$ cat config.mk
export PLATFORM = sky130hd
export DESIGN_NAME = rtc_register_bank_with_checksum_top
export DESIGN_NICKNAME = d
export VERILOG_FILES = /design/src/hdl/rtcbank_pkg.sv /design/src/hdl/rtcbank_store.sv /design/src/hdl/rtc_register_bank_with_checksum_top.sv
export VERILOG_INCLUDE_DIRS = /design/src /design/src/hdl
export SDC_FILE = /design/constraint.sdc
export NUM_CORES = 1
export LEC_CHECK = 0
export BUFFER_PORTS_ARGS = -buffer_cell sky130_fd_sc_hd__buf_2
export CELL_PAD_IN_SITES_DETAIL_PLACEMENT = 0
export CELL_PAD_IN_SITES_GLOBAL_PLACEMENT = 1
export CORE_MARGIN = 5
export CORE_UTILIZATION = 35
export CTS_CLUSTER_DIAMETER = 200
export DETAILED_ROUTE_END_ITERATION = 7
export PLACE_DENSITY_LB_ADDON = 0.2
export SLEW_MARGIN = 20
export SYNTH_ARGS = -nofsm -noshare
export SYNTH_HDL_FRONTEND = slang
export SYNTH_SLANG_ARGS = --single-unit
$ cat constraint.sdc
create_clock -name clk_i -period 5.6 [get_ports clk_i]
set_input_delay 0.28 -clock clk_i [delete_from_list [all_inputs] [get_ports clk_i]]
set_output_delay 0.28 -clock clk_i [all_outputs]
set_load 0.005 [all_outputs]
$ cat src/hdl/rtc_register_bank_with_checksum_top_macros.svh
// ----------------------------------------------------------------------------
// rtc_register_bank_with_checksum_top_macros
// Assertion macros for the RTC register bank.
// ----------------------------------------------------------------------------
`ifndef RTC_REGISTER_BANK_WITH_CHECKSUM_TOP_MACROS_SVH
`define RTC_REGISTER_BANK_WITH_CHECKSUM_TOP_MACROS_SVH

// Check a property on every rising clock edge outside reset.
`define RTCBANK_ASSERT(lbl, clk, rst_n, prop, msg) \
  lbl: assert property (@(posedge clk) disable iff (!rst_n) prop) else $error(msg);

// Check that a condition never holds.
`define RTCBANK_ASSERT_NEVER(lbl, clk, rst_n, cond, msg) \
  `RTCBANK_ASSERT(lbl, clk, rst_n, !(cond), msg)

`endif

$ cat src/hdl/rtcbank_pkg.sv
// ----------------------------------------------------------------------------
// rtcbank_pkg
// Shared constants, types and helpers of the RTC register bank.
// ----------------------------------------------------------------------------
package rtcbank_pkg;

  // Number of byte registers visible to a read transfer.
  localparam int RegCount = 40;
  // Bytes below this index live in the byte store; at and above it they are derived.
  localparam int StoreBytes = 32;
  localparam int StoreIdxW = $clog2(StoreBytes);

  // Commands
  localparam logic [2:0] CmdWrite  = 3'd0;
  localparam logic [2:0] CmdRead   = 3'd1;
  localparam logic [2:0] CmdSecond = 3'd2;
  localparam logic [2:0] CmdTick   = 3'd3;
  localparam logic [2:0] CmdDone   = 3'd4;

  // Port offsets
  localparam logic [2:0] PortMask   = 3'd0;
  localparam logic [2:0] PortStatus = 3'd2;
  localparam logic [2:0] PortAddr   = 3'd4;
  localparam logic [2:0] PortData   = 3'd6;

  // Byte indexes
  localparam logic [5:0] ChPowerOn = 6'd8;
  localparam logic [5:0] ChTick    = 6'd34;
  localparam logic [5:0] ChCheckHm = 6'd35;
  localparam logic [5:0] ChCheckL  = 6'd36;

  // Status bit positions
  localparam int StBusy   = 0;
  localparam int StDone   = 1;
  localparam int StSecond = 2;
  localparam logic [3:0] IrqBits = 4'he;

  localparam logic [7:0] PowerOnInit = 8'h10;
  localparam logic [9:0] SumInit     = 10'd1;
  localparam logic [2:0] TopReboot   = 3'b110;
  localparam logic [2:0] TopPowerOff = 3'b111;
  localparam logic [3:0] CheckLHigh  = 4'h2;
  localparam logic [15:0] ReadBadPort = 16'hffff;

  typedef struct packed {
    logic       wr;
    logic       tick;
    logic [5:0] ch;
    logic [7:0] wdata;
  } store_req_t;

  typedef struct packed {
    logic [7:0] rd_byte;
    logic       reboot;
    logic       poff;
  } store_rsp_t;

  function automatic logic [4:0] nib_sum(input logic [7:0] b);
    return {1'b0, b[3:0]} + {1'b0, b[7:4]};
  endfunction

  function automatic logic [7:0] byte_init(input logic [StoreIdxW-1:0] idx);
    return (idx == ChPowerOn[StoreIdxW-1:0]) ? PowerOnInit : 8'h00;
  endfunction

endpackage

$ cat src/hdl/rtcbank_store.sv
// ----------------------------------------------------------------------------
// rtcbank_store
// Byte registers 0..31, tick counter and running nibble sum with the
// derived checksum bytes 35 and 36.
// ----------------------------------------------------------------------------
module rtcbank_store import rtcbank_pkg::*; (
  input  logic       clk_i,
  input  logic       rst_ni,
  input  store_req_t req_i,
  output store_rsp_t rsp_o
);

  logic [7:0] bytes_q [StoreBytes];
  logic [7:0] tick_q;
  logic [9:0] sum_q, sum_d;
  logic [7:0] old_byte, new_byte;
  logic       in_store, summed, is_pon, we;
  logic       reboot, poff;

  assign old_byte = bytes_q[req_i.ch[StoreIdxW-1:0]];
  assign in_store = ({1'b0, req_i.ch} < 7'(StoreBytes));
  assign summed   = in_store && (req_i.ch >= ChPowerOn);
  assign is_pon   = (req_i.ch == ChPowerOn);
  assign we       = req_i.wr && in_store;

  always_comb begin
    new_byte = req_i.wdata;
    reboot   = 1'b0;
    poff     = 1'b0;
    if (is_pon) begin
      // keep the top bits unless a reboot code forces them
      new_byte = {old_byte[7:5], req_i.wdata[4:0]};
      if (req_i.wdata[7:5] == TopReboot) begin
        new_byte[7:5] = TopReboot;
        reboot = 1'b1;
      end else if (req_i.wdata[7:5] == TopPowerOff) begin
        poff = 1'b1;
      end
    end
  end

  always_comb begin
    sum_d = sum_q;
    if (we && summed) begin
      sum_d = sum_q - 10'(nib_sum(old_byte)) + 10'(nib_sum(new_byte));
    end
  end

  always_comb begin
    rsp_o.reboot = we && is_pon && reboot;
    rsp_o.poff   = we && is_pon && poff;
    if (in_store) begin
      rsp_o.rd_byte = old_byte;
    end else begin
      case (req_i.ch)
        ChTick:    rsp_o.rd_byte = tick_q;
        ChCheckHm: rsp_o.rd_byte = {sum_q[5:2], sum_q[9:6]};
        ChCheckL:  rsp_o.rd_byte = {CheckLHigh, 2'b11, sum_q[1:0]};
        default:   rsp_o.rd_byte = 8'h00;
      endcase
    end
  end

  always_ff @(posedge clk_i or negedge rst_ni) begin
    if (!rst_ni) begin
      for (int i = 0; i < StoreBytes; i++) begin
        bytes_q[i] <= byte_init(StoreIdxW'(i));
      end
      tick_q <= 8'h00;
      sum_q  <= SumInit;
    end else begin
      if (we) begin
        bytes_q[req_i.ch[StoreIdxW-1:0]] <= new_byte;
      end
      if (req_i.tick) begin
        tick_q <= tick_q + 8'd1;
      end
      sum_q <= sum_d;
    end
  end

endmodule

$ cat src/hdl/rtc_register_bank_with_checksum_top.sv
// ----------------------------------------------------------------------------
// rtc_register_bank_with_checksum_top
// RTC register bank with nibble checksum, driven by bus accesses and events.
// ----------------------------------------------------------------------------
//  channel | handshake                 | payload
//  --------+---------------------------+-----------------------------------------
//  input   | start, busy               | cmd_i, port_addr_i, bus_data_i
//  result  | result_valid_o (strobe)   | read_data_o, irq_o, reboot_request_o,
//          |                           | power_off_request_o
//
// One item per cycle; each result passes the input register, then the
// state update and result register.
// busy stays low: every item is processed in a single pass.
// Reset puts all registers at their initial values at once.
// The receiver cannot stall; each result shows for exactly one cycle.
// ----------------------------------------------------------------------------
module rtc_register_bank_with_checksum_top import rtcbank_pkg::*; (
  input  logic        clk_i,
  input  logic        rst_ni,
  input  logic        start,
  output logic        busy,
  input  logic [2:0]  cmd_i,
  input  logic [2:0]  port_addr_i,
  input  logic [15:0] bus_data_i,
  output logic        result_valid_o,
  output logic [15:0] read_data_o,
  output logic        irq_o,
  output logic        reboot_request_o,
  output logic        power_off_request_o
);

  `include "rtc_register_bank_with_checksum_top_macros.svh"

  // input register
  logic        in_vld_q;
  logic [2:0]  cmd_q, port_q;
  logic [15:0] data_q;

  // block state
  logic [3:0] mask_q, mask_d;
  logic [3:0] status_q, status_d;
  logic [7:0] addr_q, addr_d;
  logic [7:0] out_byte_q, out_byte_d;
  logic [7:0] in_byte_q, in_byte_d;

  // result register
  logic        res_vld_q;
  logic [15:0] rd_q, rd_d;
  logic        irq_q, reboot_q, poff_q;

  store_req_t store_req;
  store_rsp_t store_rsp;
  logic [5:0] ch;

  assign busy = 1'b0;
  assign ch   = addr_q[6:1];

  rtcbank_store u_store (
    .clk_i  (clk_i),
    .rst_ni (rst_ni),
    .req_i  (store_req),
    .rsp_o  (store_rsp)
  );

  // store write only for a pending, even, write transfer
  always_comb begin
    store_req.wr    = in_vld_q && (cmd_q == CmdDone) && status_q[StBusy] &&
                      !addr_q[0] && addr_q[7];
    store_req.tick  = in_vld_q && (cmd_q == CmdTick);
    store_req.ch    = ch;
    store_req.wdata = out_byte_q;
  end

  always_comb begin
    mask_d          = mask_q;
    status_d        = status_q;
    addr_d          = addr_q;
    out_byte_d      = out_byte_q;
    in_byte_d       = in_byte_q;
    rd_d            = 16'h0000;
    if (in_vld_q) begin
      case (cmd_q)
        CmdWrite: begin
          case (port_q)
            PortMask:   mask_d = data_q[3:0];
            PortStatus: status_d = status_q & ~(data_q[3:0] & IrqBits);
            PortAddr: begin
              // ignore a new address while a transfer is pending
              if (!status_q[StBusy]) begin
                addr_d           = data_q[7:0];
                status_d[StBusy] = 1'b1;
              end
            end
            PortData:   out_byte_d = data_q[7:0];
            default:    ;
          endcase
        end
        CmdRead: begin
          case (port_q)
            PortStatus: rd_d = {12'h000, status_q};
            PortData:   rd_d = {8'h00, in_byte_q};
            default:    rd_d = ReadBadPort;
          endcase
        end
        CmdSecond: status_d[StSecond] = 1'b1;
        CmdTick:   ;
        CmdDone: begin
          // drop a done event while no transfer is pending
          if (status_q[StBusy]) begin
            if (!addr_q[0] && !addr_q[7] && ({1'b0, ch} < 7'(RegCount))) begin
              in_byte_d = store_rsp.rd_byte;
            end
            status_d           = status_q & IrqBits;
            status_d[StDone]   = 1'b1;
          end
        end
        default: ;
      endcase
    end
  end

  always_ff @(posedge clk_i or negedge rst_ni) begin
    if (!rst_ni) begin
      in_vld_q   <= 1'b0;
      cmd_q      <= CmdWrite;
      port_q     <= PortMask;
      data_q     <= 16'h0000;
      mask_q     <= 4'h0;
      status_q   <= 4'h0;
      addr_q     <= 8'h00;
      out_byte_q <= 8'h00;
      in_byte_q  <= 8'h00;
      res_vld_q  <= 1'b0;
      rd_q       <= 16'h0000;
      irq_q      <= 1'b0;
      reboot_q   <= 1'b0;
      poff_q     <= 1'b0;
    end else begin
      in_vld_q <= start && !busy;
      cmd_q    <= cmd_i;
      port_q   <= port_addr_i;
      data_q   <= bus_data_i;

      mask_q     <= mask_d;
      status_q   <= status_d;
      addr_q     <= addr_d;
      out_byte_q <= out_byte_d;
      in_byte_q  <= in_byte_d;

      res_vld_q <= in_vld_q;
      rd_q      <= rd_d;
      irq_q     <= |(mask_d & status_d & IrqBits);
      reboot_q  <= store_rsp.reboot;
      poff_q    <= store_rsp.poff;
    end
  end

  assign result_valid_o      = res_vld_q;
  assign read_data_o         = rd_q;
  assign irq_o               = irq_q;
  assign reboot_request_o    = reboot_q;
  assign power_off_request_o = poff_q;

  `RTCBANK_ASSERT(a_result_follows, clk_i, rst_ni, (start && !busy) |-> ##2 result_valid_o, "accepted item produced no result")
  `RTCBANK_ASSERT_NEVER(a_req_excl, clk_i, rst_ni, reboot_request_o && power_off_request_o, "reboot and power-off together")
  `RTCBANK_ASSERT_NEVER(a_req_strobe, clk_i, rst_ni, (reboot_request_o || power_off_request_o) && !result_valid_o, "request outside a result")
  `RTCBANK_ASSERT(a_done_clears_busy, clk_i, rst_ni, (in_vld_q && cmd_q == CmdDone && status_q[StBusy]) |=> (!status_q[StBusy] && status_q[StDone]), "done did not finish transfer")

endmodule

==> key figures, run 1 <==
Setup path
  • Crit path arrival time: 5.78 ns
  • Worst r2r path cells: 17
  • Crit start category: flip-flop
  • Worst EP required: 6.03 ns
  • Worst R2R Setup Slack: 0.25 ns
  • Crit Reg-Reg Startpoint: addr_q[2]
  • CP Max Fanout: 12
  • Reg-to-reg endpoint: u_store.sum_q[8]
  • Endpoint class of the critical path: flip-flop
  • Critical path class: reg -> reg

Final layout
  • Commonest non-fill, non-tap cells in the layout: dfrtp_1, mux2_2, nor2_1
  • Multi-input gate area: just under 7000 µm²
  • Non-Filler Instances: 1908
  • Register area: ~8300 µm²
  • Filler instances: 4235
  • Area Overhead vs Synth: 14.48%
  • Antenna diode count: 0
  • Core Util, Final: 0.4029
  • Post-route cell area: 18210 µm²
  • Share of layout cells above drive strength 1: 0.3287
  • Commonest non-fill, non-tap cell in the layout: dfrtp_1
  • Nets: 1335

Pwr
  • Final Power: 6.279 mW
  • Power per cell area: 344.9 nW/µm²
  • Leakage power: 8.551 nW
  • Maximum vdd drop: around 190 µV

Floorplan
  • DIE WIDTH: 223.2 µm
  • Core area: about 45000 µm²
  • # IOs: 46
  • Starting Density: 0.3520
  • Die Area: 49800 µm²
  • Row count: 78
  • Die Ht: 223.2 µm

Detailed routing
  • Iter 0 DRT Violations: 549
  • DR WL/cell: 21.49 µm
  • Drt via density: 5.163
  • Antenna viol nets, final: 0
  • Total wire length: 41.00 mm
  • Pre-antenna DRT Iters: 4
  • # DRC: 0
  • Vias: 9851

Timing
  • Setup TNS: 0 ns
  • Worst slew pin tran: 1.138 ns
  • Slew HR: 0.2374
  • Final worst setup slack: 0.2537 ns
  • Fin. Hold Viols: 0
  • Fmax: 187.0 MHz
  • RSZ-0062 raised after global routing: false
  • Crit path time final: roughly 5.3 ns
  • Hold slack: 0.3538 ns
  • Final Max Tran Viols: 0
  • Final setup violation count: 0
  • Fin crit share: 0.9547
  • Worst Skew: ~0.021 ns

GRT
  • Vias in the first global route: 10346
  • Gr usage total: 0.1670
  • Initial antenna violation count: 0
  • Largest net degree at the start of global routing: 167
  • First-pass GRT wire length: 64.67 mm
  • Total grt overflow: 0

Clock tree
  • Total CTS buffers: 39
  • Root buffer cell: clkbuf_16
  • CTS HTree Levels: 2
  • Clk slew on worst S/H paths: 0.06 ns
  • CTS max path bufs: 3
  • Post-CTS repair timing setup buffer count: 0
  • Clock Sinks: 333
  • CTS tree: yes
  • Worst-skew pair later-pin latency: roughly 0.57 ns

Synthesis
  • Synthesized cell area: 15900 µm²
  • Seq/Total Area, Yosys: 0.5241
  • Post-synth EDFFs: 0
  • Synthesized Nets: 1282
  • Yosys cell types: 72
  • Mean Syn Cell Area: 12.94 µm²
  • Main synth FF type: dfrtp_1
  • Async SR Flop Fraction: 1.000
  • Cells after Synth: 1229
  • Synth warnings: 0
  • Yosys reg bits: approximately 330

Place
  • Hpwl dp: around 27 mm
  • Routability cong.: 0.7792
  • Placed cell count: 1825
  • Area after DPL: 16810 µm²
  • DP Worst Slack: 0.2817 ns
  • Port bufs: 36

Status
  • Outcome: finished clean

Flow run
  • Max cap viols: 0

Worst hold path
  • Hold Path Class: in -> async
-- synthesized netlist by cell type, types with 5 or more instances --
cell      count  share of area
a211oi_1      6         0.0028
a21oi_1     103          0.032
a22oi_1      11         0.0052
a31oi_1       7         0.0028
buf_2        22         0.0069
buf_4        26          0.012
buf_6         6         0.0042
clkbuf_1     31         0.0073
dfrtp_1     331           0.52
fa_1         12          0.015
ha_1         16          0.013
inv_1        40         0.0094
mux2_2      205           0.15
mux2i_1      32          0.020
mux4_1       11          0.018
mux4_2       35          0.050
nand2_1      29         0.0068
nand2b_1      5         0.0020
nand3_1       9         0.0028
nand4_1       8         0.0031
nor2_1      106          0.025
nor2b_1      11         0.0043
nor3_1       10         0.0031
nor3_2       10         0.0063
nor3_4        8         0.0082
nor3b_1       7         0.0033
o21ai_0      14         0.0044
o22ai_1      21         0.0083
or3_1         5         0.0020
xnor2_1       9         0.0050
-- state kept, by name, indices dropped and copies added (netlist names) --
name	flops
data_q	8
addr_q	8
result_valid_o	1
in_vld_q	1
read_data_o	9
u_store.bytes_q	256
u_store.tick_q	8
irq_o	1
status_q	4
cmd_q	3
in_byte_q	8
u_store.sum_q	10
out_byte_q	8
port_q	3
mask_q	3
power_off_request_o	1
reboot_request_o	1
-- where the power goes --
| group | total (mW) | internal, mW | switching [mW] |
|---|---|---|---|
| Clock | 2.48 | 1.47 | 1.01 |
| Combinational | 1.25 | 0.481 | 0.772 |
| Sequential | 2.55 | 2.47 | 0.0814 |
-- metal layers --
metal | wire (µm) | vias to the layer above | track usage
li1 | - | 4545 | -
met1 | 19180 | 5101 | 0.2341
met2 | 19390 | 148 | 0.2694
met3 | 1367 | 57 | 0.02816
met4 | 1054 | 0 | 0.04723
met5 | 0 | - | 0
-- worst max path at each step --
stage / startpoint / to / slack [ns] / cells past startpoint
floorplan: addr_q[1] / u_store.sum_q[8] / 0.87 / 19
global placement: addr_q[2] / u_store.sum_q[8] / 0.26 / 17
detailed placement: addr_q[2] / u_store.sum_q[8] / 0.28 / 17
CTS: addr_q[2] / u_store.sum_q[8] / 0.25 / 17
global route: addr_q[2] / u_store.sum_q[9] / 0.03 / 19
finish: addr_q[2] / u_store.sum_q[8] / 0.25 / 17
-- critical path, cell delays in order (launching register included) --
cell	delay (ns)
dfrtp_1	0.79
buf_4	0.32
mux4_2	0.35
o22ai_1	0.40
nor4_1	0.12
buf_4	0.18
fa_1	0.47
inv_1	0.05
fa_1	0.49
inv_1	0.05
fa_1	0.55
inv_1	0.06
ha_1	0.28
a21oi_1	0.15
o21ai_0	0.12
a2111oi_0	0.57
or4_1	0.20
nand3_1	0.05
-- timing repair --
item,in CTS,in global routing
hold buffers,16,0
hold endpoints to repair,125,0
gates resized for setup,0,0
-- final cells by class --
type                       instances  area share
multi-input combinational        765      0.3804
sequential                       333      0.4581
clock inverter                    10    0.006460
tap                              600     0.04123
clock buffer                      57     0.06123
inverter                          40    0.008246
timing repair buffer             103     0.04439
-- cell families after synthesis --
logic type | Yosys count | synth area share
adders and majority gates | 28 | 0.02769
muxes | 283 | 0.2330
AOI/OAI and AO/OA | 189 | 0.07104
other | 1 | 0.0002358
DFF | 333 | 0.5241
xor gates and xnor gates | 13 | 0.007159
and+or+nand+nor | 251 | 0.09323
buffers and inverters | 131 | 0.04351
Note: power is estimated with default switching activity, not from simulation.
==> inputs of run 2 (changes only) <==
Settings changed: CELL_PAD_IN_SITES_DETAIL_PLACEMENT 0 to 1, CELL_PAD_IN_SITES_GLOBAL_PLACEMENT 1 to 2, GPL_ROUTABILITY_DRIVEN set to 1, HOLD_SLACK_MARGIN set to 0.12.
==> run 2 against run 1 <==
  * Combinational power up 4%
  * Critical path type unchanged
  * Critical path depth up 3
  * Largest power group is now clock
  * Global-route usage up 0.90 points
  * Non-clock buffer count up 5
==> key figures, run 2 (synthesis results as in run 1) <==
Place
  • Port bufs: 36 (unchanged)
  • Routability cong.: 0.7640 (-2.0%)
  • DP Worst Slack: 0.3188 ns (+0.03714 ns)
  • Hpwl dp: 29.01 mm (+8.2%)

Clock tree
  • Clk slew on worst S/H paths: 0.06 ns (about the same)
  • Total CTS buffers: 40 (+2.6%)
  • CTS max path bufs: 3 (unchanged)
  • Worst-skew pair later-pin latency: 0.55 ns (-0.02 ns)
  • CTS HTree Levels: 2 (unchanged)
  • Clock Sinks: 333 (unchanged)
  • CTS tree: yes
  • Root buffer cell: clkbuf_16

Timing
  • Fmax: 188.2 MHz (+0.63%)
  • Final Max Tran Viols: 0 (unchanged)
  • Crit path time final: 5.313 ns (-0.03372 ns)
  • Slew HR: 0.2662 (+0.02879)
  • Hold slack: 0.3361 ns (-0.01764 ns)
  • Fin crit share: 0.9487 (-0.006022)
  • Worst Skew: 0.01866 ns (-0.002588 ns)
  • Fin. Hold Viols: 0 (unchanged)
  • RSZ-0062 raised after global routing: false
  • Final setup violation count: 0 (unchanged)
  • Final worst setup slack: 0.2874 ns (+0.03373 ns)
  • Setup TNS: 0 ns (unchanged)
  • Worst slew pin tran: 1.095 ns (-0.04295 ns)

Floorplan
  • Row count: 78 (unchanged)
  • DIE WIDTH: 223.2 µm (unchanged)
  • Die Ht: 223.2 µm (unchanged)
  • Core area: 45190 µm² (unchanged)
  • # IOs: 46 (unchanged)
  • Die Area: 49800 µm² (unchanged)
  • Starting Density: 0.3520 (unchanged)

GRT
  • Gr usage total: 0.1760 (+0.009018)
  • Total grt overflow: 0 (unchanged)
  • Initial antenna violation count: 0 (unchanged)
  • Vias in the first global route: 10986 (+6.2%)
  • Largest net degree at the start of global routing: 132 (-21%)
  • First-pass GRT wire length: 68.25 mm (+5.5%)

Final layout
  • Antenna diode count: 0 (unchanged)
  • Commonest non-fill, non-tap cells in the layout: dfrtp_1, mux2_2, nor2_1
  • Register with the most flip-flops: u_store.bytes_q
  • Share of layout cells above drive strength 1: 0.3356 (+0.006860)
  • Area Overhead vs Synth: 15.55%
  • Max reg flops: 256 (unchanged)
  • Commonest non-fill, non-tap cell in the layout: dfrtp_1
  • Nets: 1341 (+0.45%)

Setup path
  • Critical path class: reg -> reg
  • Crit start category: flip-flop
  • Worst EP required: 6.09 ns (+0.06 ns)
  • CP Max Fanout: 23 (+11)
  • Crit path arrival time: 5.80 ns (+0.02 ns)
  • Endpoint class of the critical path: flip-flop

Worst hold path
  • Hold Path Class: in -> async

Pwr
  • Power per cell area: 356.2 nW/µm² (+3.3%)
  • Maximum vdd drop: 183.6 µV (-2.4%)
  • Leakage power: 8.639 nW (+1.0%)

Detailed routing
  • DR WL/cell: 22.49 µm (+4.7%)
  • Antenna viol nets, final: 0 (unchanged)
  • Drt via density: 5.225 (+1.2%)
  • Iter 0 DRT Violations: 653 (+19%)
  • # DRC: 0 (unchanged)
  • Vias: 10032 (+1.8%)
  • Pre-antenna DRT Iters: 4 (unchanged)
  • Total wire length: 43.18 mm (+5.3%)

Status
  • Outcome: finished clean

Flow run
  • Max cap viols: 0 (unchanged)
run 2: changes by cell type in the layout (fill, tap and decap cells not counted), sizes merged:
cell | previous run | this run
inv | 41 | 40
clkinvlp | 1 | 3
buf | 87 | 92
bufinv | 2 | 4
clkbuf | 57 | 61
run 2: stage by stage:
stage	cell area [µm²]	cells	utilization	total power, mW
final	18380	1920	0.4067	6.545
after global routing	18380	1920	0.4067	6.891
after CTS	18360	1920	0.4062	6.634
after detailed placement	16830	1830	0.3724	3.899
after global placement	16830	1830	0.3724	3.888
after floorplan	15900	1229	-	3.408
run 2: routing by layer:
metal / wire, µm / part of all wire / GRT usage
met1: 20270 / 0.47 / 0.2464
met2: 20370 / 0.47 / 0.2853
met3: 1437 / 0.033 / 0.02750
met4: 1110 / 0.026 / 0.05099
met5: 0 / 0 / 0
run 2: final cells by class:
cell class	count	area (µm²)
clock buffers	61	1182
clock inverters	13	183.9
fillers	4710	26810
inverters	40	150.1
multi-input cells	765	6919
flip-flops and latches	333	8344
well taps	600	750.7
repair buffers	108	845.8
run 2: repair_timing:
item | in CTS | in global routing
setup endpoints to repair | 0 | 2
hold endpoints to repair | 110 | 0
hold buffers | 16 | 0
resized for setup | 0 | 3
buffers inserted | 0 | 0
run 2: critical path, stage by stage (launching register included):
cell	delay (ns)
dfrtp_4	0.55
buf_12	0.25
buf_4	0.25
mux2i_1	0.32
a22o_1	0.19
o21ai_0	0.21
nand4_1	0.22
inv_1	0.08
fa_1	0.50
inv_1	0.06
fa_1	0.49
inv_1	0.05
fa_1	0.49
inv_1	0.04
ha_1	0.32
inv_1	0.05
o21ai_0	0.26
a2111oi_0	0.16
buf_4	0.16
or4_1	0.51
nand3_1	0.08
run 2: where the power goes:
part | internal [mW] | switching (mW)
Combinational | 0.519 | 0.780
Sequential | 2.47 | 0.0887
Clock | 1.65 | 1.05
run 2: final timing paths:
check / from / to / slack, ns / cells after the start
max in group asynchronous: rst_ni / u_store.bytes_q[244] / 3.97 / 3
worst max-delay path: addr_q[1] / u_store.sum_q[8] / 0.29 / 20
min in group clk_i: bus_data_i[4] / data_q[4] / 0.37 / 2
worst min register to register: in_vld_q / result_valid_o / 0.46 / 0
worst min-delay path: rst_ni / u_store.bytes_q[7] / 0.34 / 2
worst max register to register: addr_q[1] / u_store.sum_q[8] / 0.29 / 20
==> inputs of run 3 (changes only) <==
Settings changed: CORE_UTILIZATION 35 to 48.
Clock period 5.6 ns to 6.75 ns, I/O delays scaled along.
==> run 3 against run 2 <==
  * Combinational power fell by 23%
  * Critical path depth decreased by 4
  * Clock power is 23% lower
  * Worst hold slack better by 0.10 ns
  * Global-route usage is 5.6 points higher
  * Fmax shrank 9.0%
  * Critical endpoint unchanged
==> key figures, run 3 (synthesis results as in run 1) <==
Place
  • Hpwl dp: 27.07 mm (-6.7%)
  • Routability cong.: 0.8132 (+6.4%)
  • Port bufs: 36 (unchanged)

Floorplan
  • Core area: 32620 µm² (-28%)
  • Die Ht: 192.0 µm (-14%)
  • # IOs: 46 (unchanged)
  • Die Area: 36870 µm² (-26%)
  • DIE WIDTH: 192.0 µm (-14%)
  • Row count: 66 (-15%)
  • Starting Density: 0.4876 (+0.1356)

Final layout
  • Nets: 1316 (-1.9%)
  • Core Util, Final: 0.5466 (+0.1399)
  • Max reg flops: 256 (unchanged)
  • Multi-input gate area: 6907 µm² (-0.18%)
  • Register area: 8339 µm² (about the same)
  • Register with the most flip-flops: u_store.bytes_q
  • Antenna diode count: 0 (unchanged)
  • Commonest non-fill, non-tap cells in the layout: dfrtp_1, mux2_2, nor2_1
  • Commonest non-fill, non-tap cell in the layout: dfrtp_1
  • Area Overhead vs Synth: 12.10%
  • Filler instances: 3221 (-32%)
  • Share of layout cells above drive strength 1: 0.3175 (-0.01806)

Timing
  • Slew HR: 0.2793 (+0.01313)
  • Worst Skew: 0.01064 ns (-0.008018 ns)
  • Fin crit share: 0.8645 (-0.08422)
  • RSZ-0062 raised after global routing: false
  • Hold slack: 0.4398 ns (+0.1036 ns)
  • Fmax: 171.4 MHz (-9.0%)
  • Setup TNS: 0 ns (unchanged)
  • Crit path time final: 5.835 ns (+0.5225 ns)
  • Worst slew pin tran: 1.075 ns (-0.01959 ns)
  • Fin. Hold Viols: 0 (unchanged)
  • Final Max Tran Viols: 0 (unchanged)
  • Final setup violation count: 0 (unchanged)

Clock tree
  • Clock Sinks: 333 (unchanged)
  • Worst-skew pair later-pin latency: 0.52 ns (-0.03 ns)
  • Hold-fix buffers, CTS: 16 (unchanged)
  • CTS tree: yes
  • Post_cts resized: 0 (unchanged)
  • CTS max path bufs: 3 (unchanged)
  • Post-CTS repair timing setup buffer count: 0 (unchanged)
  • Total CTS buffers: 38 (-5.0%)
  • Clk slew on worst S/H paths: 0.06 ns (about the same)
  • Root buffer cell: clkbuf_16
  • CTS HTree Levels: 2 (unchanged)

Setup path
  • Critical path class: reg -> reg
  • CP Max Fanout: 39 (+70%)
  • Crit path arrival time: 6.23 ns (+0.43 ns)
  • Crit start category: flip-flop
  • Worst EP required: 7.15 ns (+1.06 ns)
  • Endpoint class of the critical path: flip-flop
  • Worst R2R Setup Slack: 0.91 ns (+0.63 ns)

GRT
  • Total grt overflow: 0 (unchanged)
  • Largest net degree at the start of global routing: 154 (+17%)
  • Vias in the first global route: 11049 (+0.57%)
  • Initial antenna violation count: 0 (unchanged)
  • Gr usage total: 0.2323 (+0.05624)
  • First-pass GRT wire length: 65.85 mm (-3.5%)

Pwr
  • Power per cell area: 291.1 nW/µm² (-18%)
  • Maximum vdd drop: 222.7 µV (+21%)
  • Leakage power: 8.466 nW (-2.0%)

Detailed routing
  • # DRC: 0 (unchanged)
  • Iter 0 DRT Violations: 636 (-2.6%)
  • Total wire length: 41.32 mm (-4.3%)
  • Pre-antenna DRT Iters: 4 (unchanged)
  • Antenna viol nets, final: 0 (unchanged)
  • DR WL/cell: 23.88 µm (+6.2%)
  • Drt via density: 5.836 (+12%)
  • Vias: 10097 (+0.65%)

Flow run
  • Max cap viols: 0 (unchanged)

Worst hold path
  • Hold Path Class: in -> async

Status
  • Outcome: finished clean
[run 3: cell count changes in the layout (fill, tap and decap cells not counted), sizes merged]
cell,previous run,this run
buf,92,69
bufinv,4,3
clkbuf,61,59
clkinv,6,2
clkinvlp,3,0
inv,40,41
[run 3: metrics by stage]
stage | power, mW | setup WS [ns] | cell area (µm²) | std cells
6_report | 5.190 | 0.9149 | 17830 | 1730
5_1_grt | 5.458 | 0.6542 | 17830 | 1730
4_1_cts | 5.251 | 0.9536 | 17820 | 1730
3_5_place_dp | 3.160 | 1.014 | 16420 | 1649
3_3_place_gp | 3.131 | 1.026 | 16420 | 1649
2_1_floorplan | 2.828 | 2.021 | 15900 | 1229
[run 3: critical path: stages, from the launching register on]
cell and delay [ns]:
dfrtp_4 0.91, buf_12 0.29, mux4_2 0.56, o22ai_1 0.40, nor4_1 0.18, fa_1 0.51, inv_1 0.05, fa_1 0.49
inv_1 0.05, fa_1 0.55, inv_1 0.06, ha_1 0.29, a21oi_1 0.21, o21ai_0 0.20, a2111oi_0 0.61, or4_1 0.21
nand3_1 0.06
[run 3: power breakdown]
part	switching [mW]	total, mW	internal (mW)
Clock	0.801	2.06	1.26
Sequential	0.0874	2.13	2.05
Combinational	0.624	0.995	0.371
[run 3: layer usage]
metal / GRT usage / share of wire / vias to the layer above
li1: - / - / 4507
met1: 0.3243 / 0.45 / 5314
met2: 0.3815 / 0.49 / 204
met3: 0.03217 / 0.039 / 72
met4: 0.07049 / 0.028 / 0
met5: 0 / 0 / -
[run 3: layout make-up]
| type | count | area share |
|---|---|---|
| repair buffers | 85 | 0.03586 |
| inverters | 40 | 0.008422 |
| multi-input cells | 765 | 0.3874 |
| flip-flops and latches | 333 | 0.4678 |
| clock inverters | 6 | 0.006106 |
| well taps | 442 | 0.03102 |
| clock buffers | 59 | 0.06344 |
[run 3: path summary, 6_finish.rpt]
kind	from	cells past startpoint	end
worst max-delay path	addr_q[1]	16	u_store.sum_q[8]
worst min-delay path	rst_ni	2	u_store.bytes_q[7]
worst max register to register	addr_q[1]	16	u_store.sum_q[8]
worst min register to register	in_vld_q	0	result_valid_o
max in group asynchronous	rst_ni	3	u_store.bytes_q[240]
min in group clk_i	port_addr_i[0]	2	port_q[0]
